--- config.mk ---
export PLATFORM = sky130hd
export DESIGN_NAME = terminal_line_editor
export DESIGN_NICKNAME = d
export VERILOG_FILES = /design/src/rtl/tle_pkg.sv /design/src/rtl/tle_datapath.sv /design/src/rtl/tle_ctrl.sv /design/src/rtl/terminal_line_editor.sv
export SDC_FILE = /design/constraint.sdc
export NUM_CORES = 1
export LEC_CHECK = 0
export BUFFER_PORTS_ARGS = -buffer_cell sky130_fd_sc_hd__buf_2
export CORE_MARGIN = 8
export CORE_UTILIZATION = 61
export DETAILED_ROUTE_END_ITERATION = 8
export PLACE_DENSITY = 0.79
export SYNTH_ARGS = -nofsm -noshare
export SYNTH_HDL_FRONTEND = slang
export SYNTH_SLANG_ARGS = --single-unit
--- constraint.sdc ---
create_clock -name clk -period 3.5 [get_ports clk]
set_input_delay 1.05 -clock clk [delete_from_list [all_inputs] [get_ports clk]]
set_output_delay 1.05 -clock clk [all_outputs]
set_load 0.05 [all_outputs]
--- src/rtl/tle_pkg.sv ---
// Package for the terminal line editor: character codes, result kinds,
// data-select codes and the controller/datapath command and status structs.
// No dependencies.
`default_nettype none

package tle_pkg;

    localparam int TLE_LINE_CAPACITY = 8;

    localparam logic [7:0] CH_ETX = 8'h03;
    localparam logic [7:0] CH_BEL = 8'h07;
    localparam logic [7:0] CH_BS  = 8'h08;
    localparam logic [7:0] CH_LF  = 8'h0A;
    localparam logic [7:0] CH_CR  = 8'h0D;
    localparam logic [7:0] CH_SUB = 8'h1A;
    localparam logic [7:0] CH_SP  = 8'h20;
    localparam logic [7:0] CH_DEL = 8'h7F;
    localparam logic [7:0] CH_CARET = 8'h5E;
    localparam logic [7:0] CH_UC_C  = 8'h43;
    localparam logic [7:0] CH_UC_Z  = 8'h5A;
    localparam logic [7:0] CH_NUL   = 8'h00;

    localparam logic [1:0] KIND_ECHO = 2'd0;
    localparam logic [1:0] KIND_LINE = 2'd1;
    localparam logic [1:0] KIND_EOF  = 2'd2;

    localparam logic [1:0] DSEL_CONST = 2'd0;
    localparam logic [1:0] DSEL_CHAR  = 2'd1;
    localparam logic [1:0] DSEL_LINE  = 2'd2;

    typedef struct packed {
        logic       fill_dec;
        logic       fill_clr;
        logic       store_wr;
        logic       start_line;
        logic       char_ld;
        logic       out_load;
        logic [1:0] out_kind;
        logic       out_last;
        logic [1:0] out_dsel;
        logic [7:0] out_byte;
        logic       rd_adv;
    } tle_cmd_t;

    typedef struct packed {
        logic is_sub;
        logic is_erase;
        logic is_etx;
        logic is_cr;
        logic is_print;
        logic empty;
        logic full;
        logic line_left;
        logic out_free;
    } tle_status_t;

endpackage

`default_nettype wire

--- src/rtl/tle_datapath.sv ---
// Datapath of the terminal line editor: line store, fill count, read pointer
// for line delivery and the result output register.
// Depends on tle_pkg.
`default_nettype none

module tle_datapath #(
    parameter int LINE_CAPACITY = tle_pkg::TLE_LINE_CAPACITY
) (
    input  wire logic              clk,
    input  wire logic              rst_n,
    input  wire logic [7:0]        rx_char,
    input  wire tle_pkg::tle_cmd_t cmd,
    output tle_pkg::tle_status_t   status,
    input  wire logic              out_ready,
    output logic                   out_valid,
    output logic [1:0]             kind,
    output logic [7:0]             data,
    output logic                   last
);
    import tle_pkg::*;

    localparam int CNT_W  = $clog2(LINE_CAPACITY + 1);
    localparam int ADDR_W = (LINE_CAPACITY > 1) ? $clog2(LINE_CAPACITY) : 1;
    localparam logic [CNT_W-1:0] CAP = CNT_W'(LINE_CAPACITY);

    logic [6:0]       store [LINE_CAPACITY];
    logic [CNT_W-1:0] fill_reg, fill_next;
    logic [CNT_W-1:0] len_reg;
    logic [CNT_W-1:0] rd_ptr_reg, rd_ptr_next;
    logic [6:0]       rd_reg;
    logic [7:0]       char_reg;
    logic             valid_reg, valid_next;
    logic [1:0]       kind_reg;
    logic [7:0]       data_reg, data_next;
    logic             last_reg;

    always_comb
    begin
        status.is_sub    = (rx_char == CH_SUB);
        status.is_erase  = (rx_char == CH_BS) || (rx_char == CH_DEL);
        status.is_etx    = (rx_char == CH_ETX);
        status.is_cr     = (rx_char == CH_CR);
        status.is_print  = (rx_char >= CH_SP) && (rx_char < CH_DEL);
        status.empty     = (fill_reg == '0);
        status.full      = (fill_reg == CAP);
        status.line_left = (rd_ptr_reg != len_reg);
        status.out_free  = !valid_reg || out_ready;
    end

    always_comb
    begin
        fill_next = fill_reg;
        if (cmd.fill_clr || cmd.start_line)
        begin
            fill_next = '0;
        end
        else if (cmd.fill_dec)
        begin
            fill_next = fill_reg - 1'b1;
        end
        else if (cmd.store_wr)
        begin
            fill_next = fill_reg + 1'b1;
        end
    end

    always_comb
    begin
        rd_ptr_next = rd_ptr_reg;
        if (cmd.start_line)
        begin
            rd_ptr_next = '0;
        end
        else if (cmd.rd_adv)
        begin
            rd_ptr_next = rd_ptr_reg + 1'b1;
        end
    end

    always_comb
    begin
        case (cmd.out_dsel)
            DSEL_CHAR: data_next = char_reg;
            DSEL_LINE: data_next = {1'b0, rd_reg};
            default:   data_next = cmd.out_byte;
        endcase
        valid_next = cmd.out_load ? 1'b1 : (out_ready ? 1'b0 : valid_reg);
    end

    always_ff @(posedge clk or negedge rst_n)
    begin
        if (!rst_n)
        begin
            fill_reg   <= '0;
            rd_ptr_reg <= '0;
            valid_reg  <= 1'b0;
        end
        else
        begin
            fill_reg   <= fill_next;
            rd_ptr_reg <= rd_ptr_next;
            valid_reg  <= valid_next;
        end
    end

    always_ff @(posedge clk)
    begin
        if (cmd.store_wr)
        begin
            store[fill_reg[ADDR_W-1:0]] <= rx_char[6:0];
        end
        if (rd_ptr_next < CAP)
        begin
            rd_reg <= store[rd_ptr_next[ADDR_W-1:0]];
        end
        if (cmd.start_line)
        begin
            len_reg <= fill_reg;
        end
        if (cmd.char_ld)
        begin
            char_reg <= rx_char;
        end
        if (cmd.out_load)
        begin
            kind_reg <= cmd.out_kind;
            data_reg <= data_next;
            last_reg <= cmd.out_last;
        end
    end

    assign out_valid = valid_reg;
    assign kind      = kind_reg;
    assign data      = data_reg;
    assign last      = last_reg;

    a_fill_bound: assert property (@(posedge clk) disable iff (!rst_n)
        fill_reg <= CAP)
        else $error("fill count above capacity");

    a_line_read: assert property (@(posedge clk) disable iff (!rst_n)
        (cmd.out_load && cmd.out_dsel == DSEL_LINE) |-> (status.line_left && cmd.rd_adv))
        else $error("line byte loaded past the latched length");

    a_store_grow: assert property (@(posedge clk) disable iff (!rst_n)
        cmd.store_wr |-> (!status.full && !cmd.fill_clr && !cmd.start_line))
        else $error("store write on a full line");

    a_load_free: assert property (@(posedge clk) disable iff (!rst_n)
        cmd.out_load |-> status.out_free)
        else $error("output register overwritten while held");

endmodule

`default_nettype wire

--- src/rtl/tle_ctrl.sv ---
// Controller of the terminal line editor: decodes the accepted item and
// sequences its results into the datapath output register, one per cycle while it is free.
// Depends on tle_pkg.
`default_nettype none

module tle_ctrl (
    input  wire logic                 clk,
    input  wire logic                 rst_n,
    input  wire logic                 in_valid,
    output logic                      in_ready,
    input  wire tle_pkg::tle_status_t status,
    output tle_pkg::tle_cmd_t         cmd
);
    import tle_pkg::*;

    localparam logic ST_IDLE = 1'b0;
    localparam logic ST_EMIT = 1'b1;

    localparam logic [2:0] SEQ_EOF  = 3'd0;
    localparam logic [2:0] SEQ_BS   = 3'd1;
    localparam logic [2:0] SEQ_ETX  = 3'd2;
    localparam logic [2:0] SEQ_CR   = 3'd3;
    localparam logic [2:0] SEQ_ECHO = 3'd4;
    localparam logic [2:0] SEQ_BEL  = 3'd5;

    logic       state_reg, state_next;
    logic [2:0] seq_reg, seq_next;
    logic [1:0] step_reg, step_next;
    logic       accept;

    assign in_ready = (state_reg == ST_IDLE);
    assign accept   = in_valid && in_ready;

    always_comb
    begin
        cmd        = '0;
        state_next = state_reg;
        seq_next   = seq_reg;
        step_next  = step_reg;
        cmd.char_ld = accept;
        unique case (state_reg)
            ST_IDLE:
            begin
                if (accept)
                begin
                    step_next  = '0;
                    state_next = ST_EMIT;
                    if (status.is_sub && status.empty)
                    begin
                        seq_next = SEQ_EOF;
                    end
                    else if (status.is_erase)
                    begin
                        seq_next = SEQ_BS;
                        if (status.empty)
                        begin
                            state_next = ST_IDLE;
                        end
                        else
                        begin
                            cmd.fill_dec = 1'b1;
                        end
                    end
                    else if (status.is_etx)
                    begin
                        seq_next     = SEQ_ETX;
                        cmd.fill_clr = 1'b1;
                    end
                    else if (status.is_cr)
                    begin
                        seq_next       = SEQ_CR;
                        cmd.start_line = 1'b1;
                    end
                    else if (!status.full)
                    begin
                        seq_next = SEQ_ECHO;
                        if (status.is_print)
                        begin
                            cmd.store_wr = 1'b1;
                        end
                        else
                        begin
                            state_next = ST_IDLE;
                        end
                    end
                    else
                    begin
                        seq_next = SEQ_BEL;
                    end
                end
            end
            ST_EMIT:
            begin
                if (status.out_free)
                begin
                    cmd.out_load = 1'b1;
                    cmd.out_kind = KIND_ECHO;
                    cmd.out_dsel = DSEL_CONST;
                    step_next    = step_reg + 1'b1;
                    unique case (seq_reg)
                        SEQ_EOF:
                        begin
                            unique case (step_reg)
                                2'd0:    cmd.out_byte = CH_CARET;
                                2'd1:    cmd.out_byte = CH_UC_Z;
                                default:
                                begin
                                    cmd.out_byte = CH_NUL;
                                    cmd.out_kind = KIND_EOF;
                                    cmd.out_last = 1'b1;
                                end
                            endcase
                        end
                        SEQ_BS:
                        begin
                            cmd.out_byte = (step_reg == 2'd1) ? CH_SP : CH_BS;
                            cmd.out_last = (step_reg == 2'd2);
                        end
                        SEQ_ETX:
                        begin
                            unique case (step_reg)
                                2'd0:    cmd.out_byte = CH_CARET;
                                2'd1:    cmd.out_byte = CH_UC_C;
                                2'd2:    cmd.out_byte = CH_CR;
                                default:
                                begin
                                    cmd.out_byte = CH_LF;
                                    cmd.out_last = 1'b1;
                                end
                            endcase
                        end
                        SEQ_CR:
                        begin
                            unique case (step_reg)
                                2'd0:    cmd.out_byte = CH_CR;
                                2'd1:    cmd.out_byte = CH_LF;
                                default:
                                begin
                                    cmd.out_kind = KIND_LINE;
                                    step_next    = step_reg;
                                    if (status.line_left)
                                    begin
                                        cmd.out_dsel = DSEL_LINE;
                                        cmd.rd_adv   = 1'b1;
                                    end
                                    else
                                    begin
                                        cmd.out_byte = CH_LF;
                                        cmd.out_last = 1'b1;
                                    end
                                end
                            endcase
                        end
                        SEQ_ECHO:
                        begin
                            cmd.out_dsel = DSEL_CHAR;
                            cmd.out_last = 1'b1;
                        end
                        default:
                        begin
                            cmd.out_byte = CH_BEL;
                            cmd.out_last = 1'b1;
                        end
                    endcase
                    if (cmd.out_last)
                    begin
                        state_next = ST_IDLE;
                    end
                end
            end
            default:
            begin
                state_next = ST_IDLE;
            end
        endcase
    end

    always_ff @(posedge clk or negedge rst_n)
    begin
        if (!rst_n)
        begin
            state_reg <= ST_IDLE;
            seq_reg   <= SEQ_EOF;
            step_reg  <= '0;
        end
        else
        begin
            state_reg <= state_next;
            seq_reg   <= seq_next;
            step_reg  <= step_next;
        end
    end

    a_load_in_emit: assert property (@(posedge clk) disable iff (!rst_n)
        cmd.out_load |-> (state_reg == ST_EMIT))
        else $error("result loaded outside a sequence");

    a_last_ends: assert property (@(posedge clk) disable iff (!rst_n)
        (cmd.out_load && cmd.out_last) |=> in_ready)
        else $error("sequence did not end after its final result");

    a_edit_idle: assert property (@(posedge clk) disable iff (!rst_n)
        (cmd.fill_dec || cmd.fill_clr || cmd.store_wr || cmd.start_line) |-> accept)
        else $error("line edited without an accepted item");

endmodule

`default_nettype wire

--- src/rtl/terminal_line_editor.sv ---
// Terminal line editor top level: controller plus datapath.
// Depends on tle_pkg, tle_ctrl and tle_datapath.
//
// Takes one received terminal byte per item and returns its results (echo
// bytes, delivered line bytes, end-of-file marker) one per cycle, while the
// output is not stalled, through a single output register, with last set on
// the final result of each item. An item occupies the block from its
// acceptance until its final result is loaded; an ignored byte produces no
// result, and a carriage return produces CR, LF, the line bytes and a final
// LF. Stalls on the output hold the sequence. The next item is taken as soon
// as the previous one's final result sits in the output register.
`default_nettype none

module terminal_line_editor #(
    parameter int LINE_CAPACITY = tle_pkg::TLE_LINE_CAPACITY
) (
    input  wire logic       clk,
    input  wire logic       rst_n,
    input  wire logic       in_valid,
    output logic            in_ready,
    input  wire logic [7:0] rx_char,
    output logic            out_valid,
    input  wire logic       out_ready,
    output logic [1:0]      kind,
    output logic [7:0]      data,
    output logic            last
);
    import tle_pkg::*;

    tle_cmd_t    cmd;
    tle_status_t status;

    tle_ctrl u_ctrl (
        .clk      (clk),
        .rst_n    (rst_n),
        .in_valid (in_valid),
        .in_ready (in_ready),
        .status   (status),
        .cmd      (cmd)
    );

    tle_datapath #(
        .LINE_CAPACITY (LINE_CAPACITY)
    ) u_datapath (
        .clk       (clk),
        .rst_n     (rst_n),
        .rx_char   (rx_char),
        .cmd       (cmd),
        .status    (status),
        .out_ready (out_ready),
        .out_valid (out_valid),
        .kind      (kind),
        .data      (data),
        .last      (last)
    );

endmodule

`default_nettype wire
---- Yosys cells after proc, flatten, opt, wreduce, memory -nomap -nowiden ----
Memories as Yosys holds them, arrays and structs flattened. A register that Yosys moved wholly into a read port is not among the register bits.
Cells that the tools add are included.
storage, ports and cells
  output and inout bits ................... 13
  memories kept ........................... 1
  register bits after elaboration ......... 38
  input port bits ......................... 12
  word-level logic and storage cells ...... 117
  memory bits (writable) .................. 56
cells by class
  add/subtract/negate cells ............... 4
  mux-type cells .......................... 62
  bitwise operators ....................... 1
  equality and inequality tests ........... 18
  reductions and logical operators ........ 17
  order comparisons ....................... 3
memories
  name              depth  bits a word  read ports  clocked after Yosys merged registers in  write ports  RTL line            source
  u_datapath.store  8      7            1           1                                        1            tle_datapath.sv:26  logic [6:0] store [LINE_CAPACITY];
operators by type and width
  cell                                                                           count
  4-bit two-way mux                                                              10
  8-bit one-hot mux with 5 select lines                                          1
  8-bit one-hot mux with 2 select lines                                          2
  15-bit two-way mux                                                             2
  1-bit two-way mux                                                              27
  7-bit one-hot mux with 3 select lines                                          1
  3-bit two-way mux                                                              6
  8-bit by 4-bit == test with 1-bit output (second input constant)               2
  7-bit one-hot mux with 2 select lines                                          1
  2-bit two-way mux                                                              6
  2-bit one-hot mux with 2 select lines                                          3
  4-bit by 1-bit adder with 4-bit output (second input constant)                 2
  8-bit by 2-bit == test with 1-bit output (second input constant)               1
  8-bit by 5-bit == test with 1-bit output (second input constant)               1
  8-bit by 7-bit == test with 1-bit output (second input constant)               1
  8-bit by 6-bit >= comparator with 1-bit output (second input constant)         1
  8-bit by 7-bit less-than comparator with 1-bit output (second input constant)  1
  3-bit by 2-bit == test with 1-bit output (second input constant)               2
  6-bit two-way mux                                                              1
  2-bit by 1-bit == test with 1-bit output (second input constant)               2
  2-bit == test (second input constant)                                          2
  4-bit == test (second input constant)                                          1
  4-bit zero test                                                                1
  4-bit less-than comparator (second input constant)                             1
  21 further kinds                                                               27

---- Depth between registers and ports, before layout ----
Gate-level depths: netlist of run 1.
  depth after elaboration ................. 13
  gate-level depth with buffers ........... 11
  gate-level depth less buffers ........... 10

---- Modules after synthesis ----
A second synthesis of run 1 with hierarchy kept.
second synthesis, totals
  cell total of the unflattened synthesis .. 413
  area, all modules ....................... 4902.2 um^2
modules (own cells, without submodules)
  module        cells an instance  seq. area each (um^2)  area an instance (um^2)  instances
  tle_datapath  307                2807.7                 4127.7                   1
  tle_ctrl      106                150.1                  774.5                    1

---- Worst setup path before layout of run 1 ----
Ideal clock, no wire load.
  path kind ............................... input port to flip-flop
  start point ............................. input port rx_char[5]
  end point ............................... register u_datapath.fill_reg[3]
  library setup time ...................... 0.119 ns
  arrival ................................. 3.342 ns
  buffers on the path ..................... 0
  slack ................................... 0.040 ns
  data required time ...................... 3.381 ns
  stages on the path ...................... 10
  cell sequence ........................... or4_4 > nor4_2 > o21ai_0 > nor2_1 > ha_1 > a21o_1 > a21oi_1 > mux2i_1 > a31oi_1 > o21a_1
on the way
  word-level cells in the longest chain between the ends .. 11
  elaborated cells between the ends (all ways) .. 25
  those cells by class .................... order compare: 2; eq/ne: 5; mux: 13; reduce/logical: 5
ends and longest elaborated chain
  what                                                                                                                            RTL line                    source
  start: declaration                                                                                                              terminal_line_editor.sv:21  input wire logic [7:0] rx_char,
  8-bit by 6-bit >= comparator with 1-bit output / 8-bit by 7-bit less-than comparator with 1-bit output (equally long branches)  tle_datapath.sv:43          status.is_print = (rx_char >= CH_SP) && (rx_char < CH_DEL);
  1-bit logical AND                                                                                                               tle_datapath.sv:43
  1-bit two-way mux                                                                                                               tle_ctrl.sv:77              if (status.is_print)
  1-bit two-way mux                                                                                                               tle_ctrl.sv:74              else if (!status.full)
  1-bit two-way mux                                                                                                               tle_ctrl.sv:69              else if (status.is_cr)
  2-bit two-way mux                                                                                                               tle_ctrl.sv:64              else if (status.is_etx)
  3-bit two-way mux                                                                                                               tle_ctrl.sv:52              else if (status.is_erase)
  4-bit two-way mux *                                                                                                             tle_ctrl.sv:48              if (status.is_sub && status.empty)
  4-bit two-way mux *                                                                                                             tle_ctrl.sv:44              if (accept)
  4-bit two-way mux *                                                                                                             tle_ctrl.sv:41              unique case (state_reg)
  3-bit nonzero test (no line)                                                                                                    -
  end signal: assignment                                                                                                          tle_datapath.sv:100         fill_reg <= fill_next;
  end: declaration                                                                                                                tle_datapath.sv:27          logic [CNT_W-1:0] fill_reg, fill_next;
Every way passes the cells marked *; elsewhere a longest branch is shown, timed or not.
A chain may end at the register's enable or synchronous reset.

---- Worst setup path in the final report of run 1 ----
Same ends and word-level chain as after synthesis.

==> results of run 1 <==
worst max-delay path: stages:
cell     delay, ns
buf_2         0.11
or4_4         0.54
nor4_2        0.22
o21ai_0       0.18
nor2_1        0.16
ha_1          0.25
a21o_1        0.18
a21oi_1       0.25
mux2i_1       0.27
a31oi_1       0.11
o21a_1        0.13
power breakdown:
part	internal, uW	leakage (uW)	total [uW]	switching (uW)
Clock	265	0.0000837	670	405
Sequential	1490	0.000984	1620	131
Combinational	318	0.000951	927	609
Yosys cell counts (all sizes together) (10+ instances only):
library cell  instances  share of area (%)
a211oi               10                1.5
a21boi               14                2.1
and3                 21                2.7
clkbuf               10               0.76
dfrtp                15                7.6
edfxtp               86                 53
ha                   11                2.8
inv                  15                1.1
nand2                16                1.4
nor2                 38                2.9
o21ai                26                2.7
or3                  14                1.8
area by class of cell:
class / count / area, um2
Clock buffer: 10 / 127.6
Fill cell: 569 / 2295
Tap cell: 102 / 127.6
Multi-Input combinational cell: 269 / 1834
Timing Repair Buffer: 51 / 322.8
Sequential cell: 101 / 2958
Clock inverter: 6 / 46.29
Inverter: 15 / 56.30
how the worst max path moves through the flow:
stage	startpoint	to	depth (start not counted)
6_report	rx_char[5]	u_datapath.fill_reg[3]	11
5_1_grt	rx_char[5]	u_datapath.fill_reg[3]	11
4_1_cts	rx_char[5]	u_datapath.fill_reg[3]	11
3_5_place_dp	rx_char[5]	u_datapath.fill_reg[3]	11
3_3_place_gp	rx_char[5]	u_datapath.fill_reg[3]	11
2_1_floorplan	rx_char[5]	u_datapath.fill_reg[3]	10
cells in the final DEF, fill, tap and decap left out, drive strengths merged, types with 3 or more instances in the layout:
master	count
a21oi	8
nand4	4
or2	3
a21boi	14
clkbuf	10
inv	18
nand2	16
a221oi	3
and4	4
ha	11
mux2i	3
a211oi	10
or3	14
a31oi	8
a22oi	8
dfrtp	15
and2	4
nor4	3
nor2b	3
edfxtp	86
nor3	4
nor2	38
o21ai	26
o311ai	7
o22ai	5
nand3	8
a21o	6
and3	21
buf	51
nand2b	5
xnor2	8
through the flow:
stage	instance area (um2)	setup WS [ns]	utilization [%]	instances
3_3_place_gp	5299	0.07503	68.22	538
5_1_grt	5473	0.2062	70.46	554
2_1_floorplan	4915	0.03969	-	401
4_1_cts	5473	0.3367	70.46	554
6_report	5473	0.3277	70.46	554
3_5_place_dp	5299	-0.05235	68.22	538
cell families (layout without fill, tap and decap cells):
logic type | after synthesis | in the layout
mux | 3 | 3
buf+inv | 31 | 82
simple gates | 135 | 135
flops | 101 | 101
compound gates | 110 | 110
fa+ha+maj | 12 | 12
xor+xnor | 9 | 9
per-layer routing:
metal / part of all wire [%] / vias to the layer above / routed length [um]
met4: 2.5 / 0 / 266
met3: 7.3 / 29 / 786
li1: - / 1637 / -
met5: 0 / - / 0
met2: 47 / 140 / 5067
met1: 44 / 1718 / 4719
==> key figures, run 1 <==
Die
  • Starting Density: 63.27%
  • Core area: 7767 um2
  • Die X: 105.8 um
  • Cell Rows: 32
  • Ports: 25
  • Die Y: 105.8 um
  • Die footprint: 11,190 um2

Placement
  • HPWL Detailed: 7855 um
  • GP Congestion: 0.8364
  • PortBufs: 24

Critical path
  • RR Startpoint: u_datapath.rd_ptr_reg[0]
  • Reg2Reg Setup Slack: 0.58 ns
  • CP Launch Type: input port
  • R2R Path End: u_datapath.rd_reg[6]
  • CP arrival: 3.44 ns
  • CP endpoint kind: flip-flop
  • CP max FO: 3
  • Reg2reg path depth: 7
  • Worst path required time: 3.76 ns
  • Crit path kind: input port to flip-flop

STA
  • RSZ-0062 raised after global routing: false
  • Hold Fails Final Rpt: 0
  • Setup TNS: 0 ns
  • Worst rel slew slack: 58.24%
  • Max frequency: 315.2 MHz
  • Hold slack final: 0.5652 ns
  • Endpoints failing setup: 0
  • Fin crit period: 3.172 ns
  • Clk_skew: 0.01007 ns
  • Final period util: 90.64%
  • Slew Viols, Final: 0
  • Tightest Pin Transition: 0.6264 ns

Logic synthesis
  • Syn_area_per_cell: 12.26 um2
  • Prevailing post-synth register cell: edfxtp_1
  • Mapped Cells: 401
  • Mux share of post-synthesis cell area: 0.6110%
  • Compound-gate portion of the synthesized area: 16.06%
  • Yosys cell types: 63
  • Post-synthesis sequential area ratio: 60.18%
  • Synth Cell Area: 4915 um2
  • Post-synth EDFFs: 86
  • FFs w/ async S/R, synth: 14.85%
  • Yosys warning count: 0
  • Synthesized Nets: 425
  • Synthesis-stage register bit count: 101
  • Post-Synth XOR/XNOR Area: 1.604%
  • Post-synthesis adder-cell area fraction: 3.208%
  • Largest family of logic cells by synthesized area: compound AO/OA/AOI/OAI gates
  • Simple-gate share of the synthesized area: 15.84%

Pwr
  • Tot Pwr: 3215 uW
  • Pwr per Cell Area: 587.4 nW/um2
  • Peak VDD IR: 0.4502 mV
  • Static Leak: 0.002019 uW

Run
  • Max-Cap Viols: 0

Drt
  • Vias/cell: 6.361
  • Drt pass-1 iters: 5
  • DR vias: 3,524
  • Routed WL: 10,840 um
  • Antenna Nets Post-Route: 0
  • Drt wl/cell: 19.56 um
  • DRC Markers: 0
  • DR iter-0 viols: 301

GRT
  • Overflow after GRT: 0
  • First-pass GRT wire length: 17,540 um
  • Initial antenna violation count: 0
  • Met1 global-route usage: 26.58%
  • Largest net degree at the start of global routing: 38
  • Vias in the first global route: 3,418
  • GRT met2 Usage: 31.46%
  • GR Util met3: 3.289%
  • Total GRT Usage: 19.83%
  • Grt peak-use layer: met2

Cells and area
  • Nets: 471
  • Layout area overhead: 11.35%
  • # diodes: 0
  • Layout cells sized above 1: 19.47%
  • Max reg flops: 56

CTS
  • Clk root buf: clkbuf_8
  • Post-CTS sizing: 0
  • CTS Hold Bufs: 0
  • H-tree depth: 3
  • Clock sink count: 101
  • Clk slew on worst S/H paths: 0.10 ns
  • Max Root-Sink Buffers: 2
  • Clk Latency, worst-skew pair: 0.36 ns
  • Post-CTS setup buffer count: 0
  • Clock buffer count from CTS: 9
  • TritonCTS clock tree: done

Min path
  • Hold/Removal Path Class: input port to async pin

Run status
  • Outcome: completed
(Power assumes the default switching activity.)
==> run 2: changes to the inputs <==
--- a/config.mk
+++ b/config.mk
@@ -6,10 +6,10 @@
 export NUM_CORES = 1
 export LEC_CHECK = 0
 export BUFFER_PORTS_ARGS = -buffer_cell sky130_fd_sc_hd__buf_2
+export CORE_ASPECT_RATIO = 1.5
 export CORE_MARGIN = 8
-export CORE_UTILIZATION = 61
+export CORE_UTILIZATION = 45
 export DETAILED_ROUTE_END_ITERATION = 8
-export PLACE_DENSITY = 0.79
 export SYNTH_ARGS = -nofsm -noshare
 export SYNTH_HDL_FRONTEND = slang
 export SYNTH_SLANG_ARGS = --single-unit
==> key figures, run 2 (synthesis gave the netlist of run 1 again) <==
CTS
  • TritonCTS clock tree: done (unchanged)
  • Clk slew on worst S/H paths: 0.07 ns (was 0.10 ns)
  • Clk root buf: clkbuf_16 (was clkbuf_8)
  • CTS Hold Bufs: 0 (unchanged)
  • Clock buffer count from CTS: 9 (unchanged)
  • Clk Latency, worst-skew pair: 0.34 ns (was 0.36 ns)
  • Max Root-Sink Buffers: 2 (unchanged)
  • Post-CTS sizing: 0 (unchanged)
  • Clock sink count: 101 (unchanged)
  • Post-CTS setup buffer count: 0 (unchanged)
  • H-tree depth: 3 (unchanged)

GRT
  • First-pass GRT wire length: 18,720 um (was 17,540 um)
  • Overflow after GRT: 0 (unchanged)
  • GRT met2 Usage: 31.54% (was 31.46%)
  • Initial antenna violation count: 0 (unchanged)
  • Total GRT Usage: 17.51% (was 19.83%)
  • GR Util met3: 3.032% (was 3.289%)
  • Grt peak-use layer: met2 (unchanged)
  • Vias in the first global route: 3,386 (was 3,418)
  • Met1 global-route usage: 19.20% (was 26.58%)
  • Largest net degree at the start of global routing: 38 (unchanged)

Cells and area
  • # diodes: 0 (unchanged)
  • Layout Cells excl Fill: 611 (was 554)
  • Fill count: 941 (was 569)
  • Final Util: 54.21% (was 70.46%)
  • Layout cells sized above 1: 21.84% (was 19.47%)
  • Most frequent cells in the layout: edfxtp_1 (86), buf_4 (42), nor2_1 (38) (was edfxtp_1 (86), nor2_1 (38), buf_4 (27))
  • Layout area overhead: 16.80% (was 11.35%)
  • Nets: 486 (was 471)
  • Max reg flops: 56 (unchanged)
  • Commonest non-fill, non-tap cell in the layout: edfxtp_1 (unchanged)

STA
  • Endpoints failing setup: 0 (unchanged)
  • Clk_skew: 0.01008 ns (was 0.01007 ns)
  • Final period util: 91.27% (was 90.64%)
  • Max frequency: 313.0 MHz (was 315.2 MHz)
  • RSZ-0062 raised after global routing: false (unchanged)
  • Fin crit period: 3.194 ns (was 3.172 ns)
  • Setup TNS: 0 ns (unchanged)
  • Hold Fails Final Rpt: 0 (unchanged)
  • Slew Viols, Final: 0 (unchanged)
  • Tightest Pin Transition: 0.5574 ns (was 0.6264 ns)
  • Setup WS post-layout: 0.3056 ns (was 0.3277 ns)
  • Worst rel slew slack: 62.84% (was 58.24%)

Critical path
  • CP Launch Type: input port (unchanged)
  • Crit path kind: input port to flip-flop (unchanged)
  • CP max FO: 3 (unchanged)
  • CP Cell Sequence: buf_2 -> or4_4 -> nor4_2 -> o21ai_0 -> nor2_1 -> ha_1 -> a21o_1 -> a21oi_1 -> mux2i_1 -> a31oi_1 -> o21a_1 (unchanged)
  • Worst path required time: 3.73 ns (was 3.76 ns)
  • Slowest-stage cell, CP: or4_4 (unchanged)
  • CP arrival: 3.42 ns (was 3.44 ns)
  • CP peak stage delay: 0.56 ns (was 0.54 ns)
  • CP endpoint kind: flip-flop (unchanged)

Pwr
  • Peak VDD IR: 0.3464 mV (was 0.4502 mV)
  • Pwr per Cell Area: 607.5 nW/um2 (was 587.4 nW/um2)
  • Static Leak: 0.002135 uW (was 0.002019 uW)

Placement
  • HPWL Detailed: 9149 um (was 7855 um)
  • GP Congestion: 0.9514 (was 0.8364)
  • PortBufs: 24 (unchanged)
  • DP Cell Count: 595 (was 538)
  • Post-place setup slack: -0.06646 ns (was -0.05235 ns)

Run
  • Max-Cap Viols: 0 (unchanged)

Drt
  • Antenna Nets Post-Route: 0 (unchanged)
  • Vias/cell: 5.755 (was 6.361)
  • Drt wl/cell: 19.64 um (was 19.56 um)
  • DR iter-0 viols: 228 (was 301)
  • Drt pass-1 iters: 4 (was 5)
  • DRC Markers: 0 (unchanged)
  • Routed WL: 12,000 um (was 10,840 um)
  • DR vias: 3,516 (was 3,524)

Min path
  • Hold/Removal Path Class: flip-flop to flip-flop (was input port to async pin)

Die
  • Starting Density: 46.41% (was 63.27%)
  • Core area: 10,590 um2 (was 7767 um2)
  • Die Y: 144.0 um (was 105.8 um)
  • Die footprint: 14,590 um2 (was 11,190 um2)
  • Cell Rows: 46 (was 32)
  • Die X: 101.3 um (was 105.8 um)
  • Ports: 25 (unchanged)

Run status
  • Outcome: completed (unchanged)
run 2: cell types whose count changed in the layout (fill, tap and decap cells not counted), sizes merged:
cell	previous run	this run
buf	51	66
inv	18	17
clkinv	1	2
run 2: report_power, final:
part	leakage (uW)	internal, uW	switching, uW
clock	0.000129	488	432
combinational	0.00102	332	616
sequential	0.000984	1490	132
total	0.00214	2310	1180
run 2: path summary, 6_finish.rpt:
check,startpoint,end,slack [ns],cells past startpoint
worst max-delay path,rx_char[5],u_datapath.fill_reg[3],0.31,11
worst min-delay path,u_datapath.char_reg[7],u_datapath.data[7],0.53,1
worst max register to register,u_ctrl.step_reg[0],u_datapath.rd_reg[3],0.54,9
worst min register to register,u_datapath.char_reg[7],u_datapath.data[7],0.53,1
max in group asynchronous,rst_n,u_ctrl.step_reg[1],2.62,1
min in group asynchronous,rst_n,u_datapath.fill_reg[0],0.62,1
run 2: stage by stage:
step | hold WS, ns | area (um2) | total power, uW
5_1_grt | 0.5680 | 5741 | 3670
2_1_floorplan | 0.4916 | 4915 | 2256
4_1_cts | 0.5314 | 5741 | 3522
6_report | 0.5273 | 5741 | 3487
3_5_place_dp | 0.5140 | 5464 | 2599
3_3_place_gp | 0.5140 | 5464 | 2574
run 2: cell type report:
class | instances | area, um2 | share of cell area [%]
Sequential cell | 101 | 2958 | 51.53
Multi-Input combinational cell | 269 | 1834 | 31.95
Timing Repair Buffer | 66 | 435.4 | 7.585
Clock buffer | 10 | 229.0 | 3.989
Tap cell | 144 | 180.2 | 3.139
Inverter | 15 | 56.30 | 0.9808
Clock inverter | 6 | 47.55 | 0.8282
run 2: routing by layer:
layer,vias up,wire length [um]
met1,1706,4646
li1,1670,-
met4,0,412
met2,120,6418
met5,-,0
met3,20,525
run 2: worst max-delay path: cells and delay by family:
kind                       cells  cell delay [ns]
buffers and inverters          1             0.12
muxes                          1             0.21
and+or+nand+nor                3             0.96
adders and majority gates      1             0.25
AOI/OAI and AO/OA              5             0.83
==> run 3: changes to the inputs <==
--- a/config.mk
+++ b/config.mk
@@ -10,6 +10,7 @@
 export CORE_MARGIN = 8
 export CORE_UTILIZATION = 45
 export DETAILED_ROUTE_END_ITERATION = 8
+export RECOVER_POWER = 100
 export SYNTH_ARGS = -nofsm -noshare
 export SYNTH_HDL_FRONTEND = slang
 export SYNTH_SLANG_ARGS = --single-unit
==> key figures, run 3 (synthesis gave the netlist of run 1 again) <==
STA
  • Worst rel slew slack: 37.11% (was 62.84%)
  • Endpoints failing setup: 0 (unchanged)
  • Hold Fails Final Rpt: 0 (unchanged)
  • Tightest Pin Transition: 0.9303 ns (was 0.5574 ns)
  • Fin crit period: 3.363 ns (was 3.194 ns)
  • Slew Viols, Final: 0 (unchanged)
  • Setup WS post-layout: 0.1374 ns (was 0.3056 ns)
  • Final period util: 96.07% (was 91.27%)
  • RSZ-0062 raised after global routing: false (unchanged)
  • Hold slack final: 0.5283 ns (was 0.5273 ns)
  • Max frequency: 297.4 MHz (was 313.0 MHz)
  • Clk_skew: 0.008723 ns (was 0.01008 ns)

CTS
  • Clock sink count: 101 (unchanged)
  • Clock buffer count from CTS: 9 (unchanged)
  • Clk slew on worst S/H paths: 0.07 ns (about the same)
  • TritonCTS clock tree: done (unchanged)
  • Post-CTS sizing: 0 (unchanged)
  • Clk root buf: clkbuf_16 (unchanged)
  • CTS Hold Bufs: 0 (unchanged)
  • Max Root-Sink Buffers: 2 (unchanged)
  • H-tree depth: 3 (unchanged)
  • Post-CTS setup buffer count: 0 (unchanged)
  • Clk Latency, worst-skew pair: 0.34 ns (about the same)

Critical path
  • CP Launch Type: input port (unchanged)
  • CP max FO: 7 (was 3)
  • CP top delay family: simple AND/OR/NAND/NOR gates (unchanged)
  • Crit path kind: input port to flip-flop (unchanged)
  • Crit path buffers/inverters: 3 (was 1)
  • CP Cell Sequence: clkbuf_1 -> clkbuf_1 -> and4_1 -> a211o_1 -> nand2b_1 -> or4b_1 -> nand2b_1 -> nor2_1 -> clkbuf_1 (was buf_2 -> or4_4 -> nor4_2 -> o21ai_0 -> nor2_1 -> ha_1 -> a21o_1 -> a21oi_1 -> mux2i_1 -> a31oi_1 -> o21a_1)
  • CP peak stage delay: 0.55 ns (was 0.56 ns)
  • CP arrival: 3.36 ns (was 3.42 ns)
  • Slowest-stage cell, CP: or4b_1 (was or4_4)
  • CP most frequent cell: clkbuf_1
  • CP endpoint kind: flip-flop (unchanged)
  • Worst path required time: 3.50 ns (was 3.73 ns)

Pwr
  • Tot Pwr: 3453 uW (was 3487 uW)
  • Peak VDD IR: 0.3451 mV (was 0.3464 mV)
  • Static Leak: 0.002002 uW (was 0.002135 uW)
  • Pwr per Cell Area: 615.8 nW/um2 (was 607.5 nW/um2)

Cells and area
  • Max reg flops: 56 (unchanged)
  • Layout area overhead: 14.10% (was 16.80%)
  • Final Util: 52.95% (was 54.21%)
  • Layout cells sized above 1: 11.99% (was 21.84%)
  • Nets: 486 (unchanged)
  • Commonest non-fill, non-tap cell in the layout: edfxtp_1 (unchanged)
  • # diodes: 0 (unchanged)
  • Most frequent cells in the layout: edfxtp_1 (86), clkbuf_1 (39), nor2_1 (38) (was edfxtp_1 (86), buf_4 (42), nor2_1 (38))

Placement
  • GP Congestion: 0.9514 (unchanged)
  • HPWL Detailed: 9149 um (unchanged)
  • Post-place setup slack: -0.06646 ns (unchanged)
  • PortBufs: 24 (unchanged)

Run status
  • Outcome: completed (unchanged)

Die
  • Die footprint: 14,590 um2 (unchanged)
  • Starting Density: 46.41% (unchanged)
  • Die X: 101.3 um (unchanged)
  • Die Y: 144.0 um (unchanged)
  • Cell Rows: 46 (unchanged)
  • Core area: 10,590 um2 (unchanged)
  • Ports: 25 (unchanged)

GRT
  • Vias in the first global route: 3,386 (unchanged)
  • Overflow after GRT: 0 (unchanged)
  • Initial antenna violation count: 0 (unchanged)
  • First-pass GRT wire length: 18,720 um (unchanged)
  • Total GRT Usage: 17.51% (unchanged)
  • Largest net degree at the start of global routing: 38 (unchanged)

Run
  • Max-Cap Viols: 0 (unchanged)

Drt
  • DR iter-0 viols: 222 (was 228)
  • Drt wl/cell: 19.66 um (was 19.64 um)
  • Routed WL: 12,020 um (was 12,000 um)
  • Antenna Nets Post-Route: 0 (unchanged)
  • DRC Markers: 0 (unchanged)
  • Drt pass-1 iters: 5 (was 4)
  • Vias/cell: 5.740 (was 5.755)
  • DR vias: 3,507 (was 3,516)

Min path
  • Hold/Removal Path Class: flip-flop to flip-flop (unchanged)
run 3: worst paths after layout:
| path | start | to | slack, ns | depth (start not counted) |
|---|---|---|---|---|
| min | u_datapath.char_reg[7] | u_datapath.data[7] | 0.53 | 1 |
| max in group asynchronous | rst_n | u_ctrl.step_reg[1] | 2.16 | 1 |
| min in group asynchronous | rst_n | u_ctrl.seq_reg[0] | 0.80 | 1 |
| max reg2reg | u_datapath.rd_ptr_reg[0] | u_datapath.rd_reg[0] | 0.22 | 8 |
| min reg2reg | u_datapath.char_reg[7] | u_datapath.data[7] | 0.53 | 1 |
| max | rx_char[5] | u_datapath.store[6][1] | 0.14 | 9 |
run 3: metrics by stage:
stage	setup TNS, ns	cells	cell area [um2]
floorplan	0	401	4915
global placement	-0.004186	595	5464
detailed placement	-0.06646	595	5464
CTS	0	611	5741
global route	0	611	5608
finish	0	611	5608
run 3: worst register-to-register path: stages (launching register included):
cell and delay (ns):
dfrtp_1 0.49, xnor2_1 0.26, nand4_1 0.30, clkbuf_1 0.26, nand2_1 0.33, inv_1 0.23
a311oi_2 0.57, nor2_1 0.08, o311ai_0 0.50
run 3: final cells by class:
cell class                 count  area, um2
fill                         973       4982
multi-input combinational    269       1814
clock buffer                  10      229.0
timing repair buffer          66      322.8
clock inverter                 6      47.55
tap                          144      180.2
sequential                   101       2958
inverter                      15      56.30
run 3: power breakdown:
part	leakage, uW	internal (uW)	switching, uW
registers	0.000984	1490	135
clock network	0.000129	488	434
logic	0.000889	296	612
total	0.00200	2270	1180
run 3: layer usage:
| layer | wire length, um | global-route usage (%) |
|---|---|---|
| met1 | 4652 | 19.20 |
| met2 | 6358 | 31.54 |
| met3 | 561 | 3.032 |
| met4 | 443 | 8.668 |
| met5 | 0 | 0 |
